`src/design/ebs_pkg.sv`:
```
// Package with the types and constants of the emboss shader.
`default_nettype none
package ebs_pkg;
    localparam int GrayW  = 8;
    localparam int LightW = 9;
    localparam int LzW    = 8;
    localparam int NzW    = 11;
    localparam int CfgW   = 11;
    localparam int CfgIdxW = 2;
    localparam int GradW  = 11;   // signed, |g| <= 765
    localparam int DotW   = 22;   // signed dot product
    localparam int LenW   = 24;   // nx^2+ny^2+nz^2 < 2^23, kept to an even width
    localparam int RootW  = 12;   // root < 2^12
    localparam int QW     = 9;    // quotient bits (clamped to 255 beyond)
    localparam int SqrtSteps = RootW;
    localparam int DivSteps  = QW;

    localparam logic [CfgIdxW-1:0] RegLightX = 2'd0;
    localparam logic [CfgIdxW-1:0] RegLightY = 2'd1;
    localparam logic [CfgIdxW-1:0] RegLightZ = 2'd2;
    localparam logic [CfgIdxW-1:0] RegSurfNz = 2'd3;

    // Flags travelling with each pixel down the chain.
    typedef struct packed {
        logic flat;
        logic negative;
    } t_flags;

    typedef struct packed {
        logic              valid;
        t_flags            flags;
        logic [LzW-1:0]    lz;
        logic [DotW-2:0]   dot;    // non-negative dot once sign is removed
        logic [LenW-1:0]   rem;    // square root remainder
        logic [RootW-1:0]  root;
        logic [LenW-1:0]   val;    // radicand being consumed
    } t_sq_cell;

    typedef struct packed {
        logic              valid;
        t_flags            flags;
        logic [LzW-1:0]    lz;
        logic [RootW-1:0]  root;
        logic [DotW+RootW-1:0] prem; // partial remainder
        logic [QW-1:0]     quo;
    } t_dv_cell;
endpackage
`default_nettype wire

```
`src/design/ebs_stream_if.sv`:
```
// Valid/ready stream interfaces for neighbourhood and shade beats.
`default_nettype none
interface ebs_in_if;
    logic       valid;
    logic       ready;
    logic [7:0] gray_up_left;
    logic [7:0] gray_up;
    logic [7:0] gray_up_right;
    logic [7:0] gray_left;
    logic [7:0] gray_right;
    logic [7:0] gray_down_left;
    logic [7:0] gray_down;
    logic [7:0] gray_down_right;
    modport source (output valid, gray_up_left, gray_up, gray_up_right, gray_left,
        gray_right, gray_down_left, gray_down, gray_down_right, input ready);
    modport sink (input valid, gray_up_left, gray_up, gray_up_right, gray_left,
        gray_right, gray_down_left, gray_down, gray_down_right, output ready);
endinterface

interface ebs_out_if;
    logic       valid;
    logic       ready;
    logic [7:0] shade;
    modport source (output valid, shade, input ready);
    modport sink (input valid, shade, output ready);
endinterface
`default_nettype wire

```
`src/design/ebs_sqrt_cell.sv`:
```
// One restoring square root step: settles one root bit per cell.
`default_nettype none
module ebs_sqrt_cell
    import ebs_pkg::*;
(
    input  wire logic     i_clk,
    input  wire logic     i_rst_n,
    input  wire logic     i_en,
    input  wire t_sq_cell i_cell,
    output t_sq_cell      o_cell
);
    logic [LenW+1:0] w_rem;
    logic [LenW+1:0] w_trial;
    t_sq_cell        n_cell;
    t_sq_cell        r_cell;

    always_comb begin
        // Bring down the next two radicand bits and try root*4+1.
        w_rem   = {i_cell.rem, i_cell.val[LenW-1 -: 2]};
        w_trial = {{(LenW-RootW){1'b0}}, i_cell.root, 2'b01};
        n_cell     = i_cell;
        n_cell.val = {i_cell.val[LenW-3:0], 2'b00};
        if (w_rem >= w_trial) begin
            n_cell.rem  = LenW'(w_rem - w_trial);
            n_cell.root = {i_cell.root[RootW-2:0], 1'b1};
        end else begin
            n_cell.rem  = LenW'(w_rem);
            n_cell.root = {i_cell.root[RootW-2:0], 1'b0};
        end
    end

    always_ff @(posedge i_clk) begin
        if (!i_rst_n) begin
            r_cell.valid <= 1'b0;
        end else if (i_en) begin
            r_cell.valid <= n_cell.valid;
        end
        if (i_en) begin
            r_cell.flags <= n_cell.flags;
            r_cell.lz    <= n_cell.lz;
            r_cell.dot   <= n_cell.dot;
            r_cell.rem   <= n_cell.rem;
            r_cell.root  <= n_cell.root;
            r_cell.val   <= n_cell.val;
        end
    end

    assign o_cell = r_cell;
endmodule
`default_nettype wire

```
`src/design/ebs_div_cell.sv`:
```
// One restoring division step: settles one quotient bit per cell.
`default_nettype none
module ebs_div_cell
    import ebs_pkg::*;
#(
    parameter int Step = 0
) (
    input  wire logic     i_clk,
    input  wire logic     i_rst_n,
    input  wire logic     i_en,
    input  wire t_dv_cell i_cell,
    output t_dv_cell      o_cell
);
    localparam int Shift = QW - 1 - Step;
    logic [DotW+RootW-1:0] w_div;
    t_dv_cell              n_cell;
    t_dv_cell              r_cell;

    always_comb begin
        w_div  = (DotW+RootW)'(i_cell.root) << Shift;
        n_cell = i_cell;
        if (i_cell.prem >= w_div) begin
            n_cell.prem = i_cell.prem - w_div;
            n_cell.quo  = {i_cell.quo[QW-2:0], 1'b1};
        end else begin
            n_cell.quo  = {i_cell.quo[QW-2:0], 1'b0};
        end
    end

    always_ff @(posedge i_clk) begin
        if (!i_rst_n) begin
            r_cell.valid <= 1'b0;
        end else if (i_en) begin
            r_cell.valid <= n_cell.valid;
        end
        if (i_en) begin
            r_cell.flags <= n_cell.flags;
            r_cell.lz    <= n_cell.lz;
            r_cell.root  <= n_cell.root;
            r_cell.prem  <= n_cell.prem;
            r_cell.quo   <= n_cell.quo;
        end
    end

    assign o_cell = r_cell;
endmodule
`default_nettype wire

```
`src/design/emboss_bump_shade.sv`:
```
// Top level of the emboss shader: gradient, dot product, root and divide chains.
// Usage: each input beat carries the eight grayscale neighbours of one pixel;
// each output beat carries its 8-bit shade, one output beat per input beat,
// in order. Light vector and surface nz are set through the write port
// (index 0 light_x, 1 light_y, 2 light_z, 3 surface_nz); the user must write
// them only while the block is idle; the block does not enforce it.
// Throughput: one pixel per clock while the receiver takes each output beat.
// Chain order: gradients, products and squares, sums, twelve square root
// cells, nine divide cells, then the output register. The whole chain
// advances as one; when the receiver stalls with the output register full,
// the chain freezes and input ready falls, so no beat is lost. Reset clears
// all valid bits and loads the default light vector; no clearing pass is needed.
`default_nettype none
module emboss_bump_shade
    import ebs_pkg::*;
(
    input  wire logic            i_clk,
    input  wire logic            i_rst_n,
    input  wire logic            i_cfg_we,
    input  wire logic [1:0]      i_cfg_idx,
    input  wire logic [CfgW-1:0] i_cfg_data,
    ebs_in_if.sink               s_in,
    ebs_out_if.source            m_out
);
    logic signed [LightW-1:0] r_lx, r_ly;
    logic [LzW-1:0]           r_lz;
    logic [NzW-1:0]           r_nz;

    always_ff @(posedge i_clk) begin
        if (!i_rst_n) begin
            r_lx <= LightW'(212);
            r_ly <= '0;
            r_lz <= LzW'(142);
            r_nz <= NzW'(153);
        end else if (i_cfg_we) begin
            case (i_cfg_idx)
                RegLightX: r_lx <= i_cfg_data[LightW-1:0];
                RegLightY: r_ly <= i_cfg_data[LightW-1:0];
                RegLightZ: r_lz <= i_cfg_data[LzW-1:0];
                RegSurfNz: r_nz <= i_cfg_data[NzW-1:0];
                default: ;
            endcase
        end
    end

    logic w_adv;
    logic r_ov;
    logic [7:0] r_shade;
    assign w_adv       = !r_ov || m_out.ready;
    assign s_in.ready  = w_adv;

    // Stage 1: gradients.
    logic r1_v;
    logic signed [GradW-1:0] r1_nx, r1_ny;
    always_ff @(posedge i_clk) begin
        if (!i_rst_n) r1_v <= 1'b0;
        else if (w_adv) r1_v <= s_in.valid;
        if (w_adv) begin
            r1_nx <= GradW'(s_in.gray_up_left) + GradW'(s_in.gray_left)
                   + GradW'(s_in.gray_down_left) - GradW'(s_in.gray_up_right)
                   - GradW'(s_in.gray_right) - GradW'(s_in.gray_down_right);
            r1_ny <= GradW'(s_in.gray_down_left) + GradW'(s_in.gray_down)
                   + GradW'(s_in.gray_down_right) - GradW'(s_in.gray_up_left)
                   - GradW'(s_in.gray_up) - GradW'(s_in.gray_up_right);
        end
    end

    // Stage 2: products and squares, one multiplier each.
    logic r2_v, r2_flat;
    logic signed [DotW-1:0] r2_px, r2_py, r2_pz;
    logic [LenW-1:0] r2_sx, r2_sy, r2_sz;
    always_ff @(posedge i_clk) begin
        if (!i_rst_n) r2_v <= 1'b0;
        else if (w_adv) r2_v <= r1_v;
        if (w_adv) begin
            r2_flat <= (r1_nx == '0) && (r1_ny == '0);
            r2_px <= DotW'(r1_nx * r_lx);
            r2_py <= DotW'(r1_ny * r_ly);
            r2_pz <= DotW'($signed({1'b0, r_nz}) * $signed({1'b0, r_lz}));
            r2_sx <= LenW'(r1_nx * r1_nx);
            r2_sy <= LenW'(r1_ny * r1_ny);
            r2_sz <= LenW'(r_nz * r_nz);
        end
    end

    // Stage 3: sums.
    logic signed [DotW-1:0] w_dot;
    t_sq_cell w_sq_head;
    assign w_dot = r2_px + r2_py + r2_pz;
    t_sq_cell r3;
    always_ff @(posedge i_clk) begin
        if (!i_rst_n) r3.valid <= 1'b0;
        else if (w_adv) r3.valid <= r2_v;
        if (w_adv) begin
            r3.flags.flat     <= r2_flat;
            r3.flags.negative <= w_dot[DotW-1];
            r3.lz   <= r_lz;
            r3.dot  <= w_dot[DotW-2:0];
            r3.rem  <= '0;
            r3.root <= '0;
            r3.val  <= r2_sx + r2_sy + r2_sz;
        end
    end
    assign w_sq_head = r3;

    t_sq_cell w_sq [SqrtSteps+1];
    assign w_sq[0] = w_sq_head;
    for (genvar k = 0; k < SqrtSteps; k++) begin : g_sq
        ebs_sqrt_cell u_cell (.i_clk, .i_rst_n, .i_en(w_adv),
            .i_cell(w_sq[k]), .o_cell(w_sq[k+1]));
    end

    t_dv_cell w_dv [DivSteps+1];
    always_comb begin
        w_dv[0].valid = w_sq[SqrtSteps].valid;
        w_dv[0].flags = w_sq[SqrtSteps].flags;
        w_dv[0].lz    = w_sq[SqrtSteps].lz;
        w_dv[0].root  = w_sq[SqrtSteps].root;
        w_dv[0].prem  = (DotW+RootW)'(w_sq[SqrtSteps].dot);
        w_dv[0].quo   = '0;
    end
    for (genvar k = 0; k < DivSteps; k++) begin : g_dv
        ebs_div_cell #(.Step(k)) u_cell (.i_clk, .i_rst_n, .i_en(w_adv),
            .i_cell(w_dv[k]), .o_cell(w_dv[k+1]));
    end

    // Final selection and saturation. Quotient overflow beyond the cells leaves
    // at least one root in the remainder.
    t_dv_cell w_t;
    logic [7:0] w_shade;
    assign w_t = w_dv[DivSteps];
    always_comb begin
        if (w_t.flags.flat)                      w_shade = w_t.lz;
        else if (w_t.flags.negative)             w_shade = 8'd0;
        else if (w_t.root == '0)                 w_shade = 8'd255;
        else if (w_t.quo[QW-1] ||
                 w_t.prem >= ((DotW+RootW)'(w_t.root) << QW)) w_shade = 8'd255;
        else                                     w_shade = w_t.quo[7:0];
    end

    always_ff @(posedge i_clk) begin
        if (!i_rst_n) r_ov <= 1'b0;
        else if (w_adv) r_ov <= w_t.valid;
        if (w_adv) r_shade <= w_shade;
    end

    assign m_out.valid = r_ov;
    assign m_out.shade = r_shade;
endmodule
`default_nettype wire

```
`src/flat_wrapper.sv`:
```
// flat-port wrapper written by rule: the top's interface ports become plain ports
module emboss_bump_shade_flat import ebs_pkg::*;
  (i_clk, i_rst_n, i_cfg_we, i_cfg_idx, i_cfg_data, s_in_valid, s_in_gray_up_left, s_in_gray_up, s_in_gray_up_right, s_in_gray_left, s_in_gray_right, s_in_gray_down_left, s_in_gray_down, s_in_gray_down_right, s_in_ready, m_out_valid, m_out_shade, m_out_ready);
  ebs_in_if s_in_i ();
  ebs_out_if m_out_i ();
  input  wire logic i_clk;
  input  wire logic i_rst_n;
  input  wire logic i_cfg_we;
  input  wire logic [1:0] i_cfg_idx;
  input  wire logic [CfgW-1:0] i_cfg_data;
  input wire logic [$bits(s_in_i.valid)-1:0] s_in_valid;
  input wire logic [$bits(s_in_i.gray_up_left)-1:0] s_in_gray_up_left;
  input wire logic [$bits(s_in_i.gray_up)-1:0] s_in_gray_up;
  input wire logic [$bits(s_in_i.gray_up_right)-1:0] s_in_gray_up_right;
  input wire logic [$bits(s_in_i.gray_left)-1:0] s_in_gray_left;
  input wire logic [$bits(s_in_i.gray_right)-1:0] s_in_gray_right;
  input wire logic [$bits(s_in_i.gray_down_left)-1:0] s_in_gray_down_left;
  input wire logic [$bits(s_in_i.gray_down)-1:0] s_in_gray_down;
  input wire logic [$bits(s_in_i.gray_down_right)-1:0] s_in_gray_down_right;
  output wire logic [$bits(s_in_i.ready)-1:0] s_in_ready;
  output wire logic [$bits(m_out_i.valid)-1:0] m_out_valid;
  output wire logic [$bits(m_out_i.shade)-1:0] m_out_shade;
  input wire logic [$bits(m_out_i.ready)-1:0] m_out_ready;
  assign s_in_i.valid = s_in_valid;
  assign s_in_i.gray_up_left = s_in_gray_up_left;
  assign s_in_i.gray_up = s_in_gray_up;
  assign s_in_i.gray_up_right = s_in_gray_up_right;
  assign s_in_i.gray_left = s_in_gray_left;
  assign s_in_i.gray_right = s_in_gray_right;
  assign s_in_i.gray_down_left = s_in_gray_down_left;
  assign s_in_i.gray_down = s_in_gray_down;
  assign s_in_i.gray_down_right = s_in_gray_down_right;
  assign s_in_ready = s_in_i.ready;
  assign m_out_valid = m_out_i.valid;
  assign m_out_shade = m_out_i.shade;
  assign m_out_i.ready = m_out_ready;
  emboss_bump_shade u_core (.i_clk(i_clk), .i_rst_n(i_rst_n), .i_cfg_we(i_cfg_we), .i_cfg_idx(i_cfg_idx), .i_cfg_data(i_cfg_data), .s_in(s_in_i), .m_out(m_out_i));
endmodule
```
`config.mk`:
```
export PLATFORM = sky130hd
export DESIGN_NAME = emboss_bump_shade_flat
export DESIGN_NICKNAME = d
export VERILOG_FILES = /design/src/design/ebs_pkg.sv /design/src/design/ebs_stream_if.sv /design/src/design/ebs_sqrt_cell.sv /design/src/design/ebs_div_cell.sv /design/src/design/emboss_bump_shade.sv /design/src/flat_wrapper.sv
export SDC_FILE = /design/constraint.sdc
export NUM_CORES = 2
export LEC_CHECK = 0
export BUFFER_PORTS_ARGS = -buffer_cell sky130_fd_sc_hd__buf_2
export CAP_MARGIN = 5
export CORE_MARGIN = 5
export CORE_UTILIZATION = 45
export CTS_CLUSTER_DIAMETER = 150
export DETAILED_ROUTE_END_ITERATION = 8
export PLACE_DENSITY_LB_ADDON = 0.05
export SYNTH_ARGS = -nofsm -noshare
export SYNTH_HDL_FRONTEND = slang
export SYNTH_HIERARCHICAL = 1
export SYNTH_SLANG_ARGS = --single-unit
export TNS_END_PERCENT = 5
```
`constraint.sdc`:
```
create_clock -name i_clk -period 154.5 [get_ports i_clk]
set_clock_uncertainty 0.05 [all_clocks]
set_input_delay 30.9 -clock i_clk [delete_from_list [all_inputs] [get_ports i_clk]]
set_output_delay 30.9 -clock i_clk [all_outputs]
set_load 0.02 [all_outputs]
```
==> out/results.txt <==
Final hold violation count - 0
Vias in the first global route - 63900
Rows - 176
Critical path class - in2out
First-pass GRT wire length - 353000 um
Commonest cells after routing, fill and taps aside - 1669 x edfxtp_1, 1137 x inv_1, 669 x nand2_1
# port buffers - 91
Worst setup margin - 91850 ps
Status - finished clean
Final WL - 219000 um
Initial antenna violation count - 5
Final Wtd Congestion - 0.869
Final global-route overflow total - 0
Post-DP HPWL - 164000 um
Yosys warns - 6
Die extent in x - 491 um
Crit end category - output port
WP data required - 123550 ps
Post-Syn Area - 0.104 mm2
Setup TNS - 0 ps
Residual DRC - 0
Layout area overhead - 9.96%
Fmax - 0.0160 GHz
Total number of vias - 62600
Longest Clk Path Bufs - 3
Util after Layout - 0.498
Clk_lat worst skew - 870 ps
Max Cap Violations - 0
TritonRoute pass-1 iters - 6
Number of setup buffers added after CTS - 0
Final period util - 0.405
Die area - 0.241 mm2
CP max FO - 32
RSZ-0062 raised after global routing - no
Final nets - 10100
Most common cell after layout, fill and taps aside - edfxtp_1
Layout cells sized above 1 - 0.0797
Cts hold-fix bufs - 0
Pin count of the biggest net entering global routing - 183
Filler cells - 20300
CTS H-tree lvls - 4
Startpoint types - input pin
GRT Total Usage - 0.182
Worst-Margin Slew - 1130 ps
Mapped Cells - 8549
Reg-to-reg setup timing slack - 148000 ps
Syn avg cell area - 12.2 um2
CTS buffer count - 188
Starting Density - 0.453
Worst-path clk slew - 60 ps
CTS root buf - clkbuf_16
Routed Antenna Nets - 0
Post-CTS resize count - 0
Die height - 491 um
Wire per inst - 18.3 um
CTS sink count - 1731
Core Area - 0.230 mm2
CTS tree - done
DRC marker count from the first detailed-route iteration - 3722
Setup WS pre-CTS - 91830 ps
Via-to-Cell Ratio - 5.23
Ports - 92
Slew Limit Fails - 0
Hold WC Path Type - reg2reg
Arr. time, crit path - 31700 ps
Final Critical Period - 62650 ps
Setup violators final - 0
Slew margin rel. - 0.244
[registers in the layout, indices dropped and copies added (netlist names), 8 cells and up]
register and flops:
u_core/r2_sz 21, u_core/r_lz 8, u_core/r_lx 9, u_core/r2_sy 21, u_core/r2_px 20, u_core/r1_ny 11, u_core/r1_nx 11, u_core/m_out.shade 8
u_core/g_sq.u_cell/o_cell 924, u_core/r2_pz 19, u_core/r2_sx 21, u_core/g_dv.u_cell/o_cell 558, u_core/r3 56, u_core/r2_py 20, u_core/r_ly 9, u_core/r_nz 11
[path summary, 6_finish.rpt]
path / start / end / cells past startpoint
setup / recovery: m_out_ready / s_in_ready / 3
hold / removal: u_core/g_sq[7].u_cell/o_cell[18] / u_core/g_sq[8].u_cell/o_cell[20] / 0
setup reg to reg: u_core/r_nz[7] / u_core/r2_sz[20] / 16
hold reg to reg: u_core/g_sq[7].u_cell/o_cell[18] / u_core/g_sq[8].u_cell/o_cell[20] / 0
[metal layers]
metal | track usage | vias up | wire length, um | part of all wire
met2 | 0.314 | 1072 | 109000 | 0.50
met1 | 0.241 | 30800 | 97200 | 0.44
met5 | 0 | - | 0 | 0
met4 | 0.0498 | 0 | 5490 | 0.025
li1 | - | 30400 | - | -
met3 | 0.0237 | 347 | 7420 | 0.034
[worst max-delay path, stage by stage]
cell and delay (ps):
buf_2 80, nand2b_4 420, buf_2 280
[final cells by class]
cell class	count	area [um2]	area share
clock inverter	141	1520	0.0132
tap	3026	3790	0.0331
timing repair buffer	151	931	0.00813
sequential	1731	51400	0.449
antenna	1	2.50	0.0000219
multi-input combinational	5585	47800	0.418
clock buffer	209	4790	0.0419
inverter	1140	4280	0.0374
[stage by stage]
| step | cell area, um2 | hold WS (ps) | std cells |
|---|---|---|---|
| 2_1_floorplan | 105000 | 350 | 8672 |
| 3_3_place_gp | 108000 | 350 | 11600 |
| 3_5_place_dp | 108000 | 355 | 11600 |
| 4_1_cts | 115000 | 333 | 12000 |
| 5_1_grt | 115000 | 343 | 12000 |
| 6_report | 115000 | 347 | 12000 |
Power is left out: the tool's default activity adds up to more than one toggle a clock period on the data nets, which glitch-free logic cannot reach.
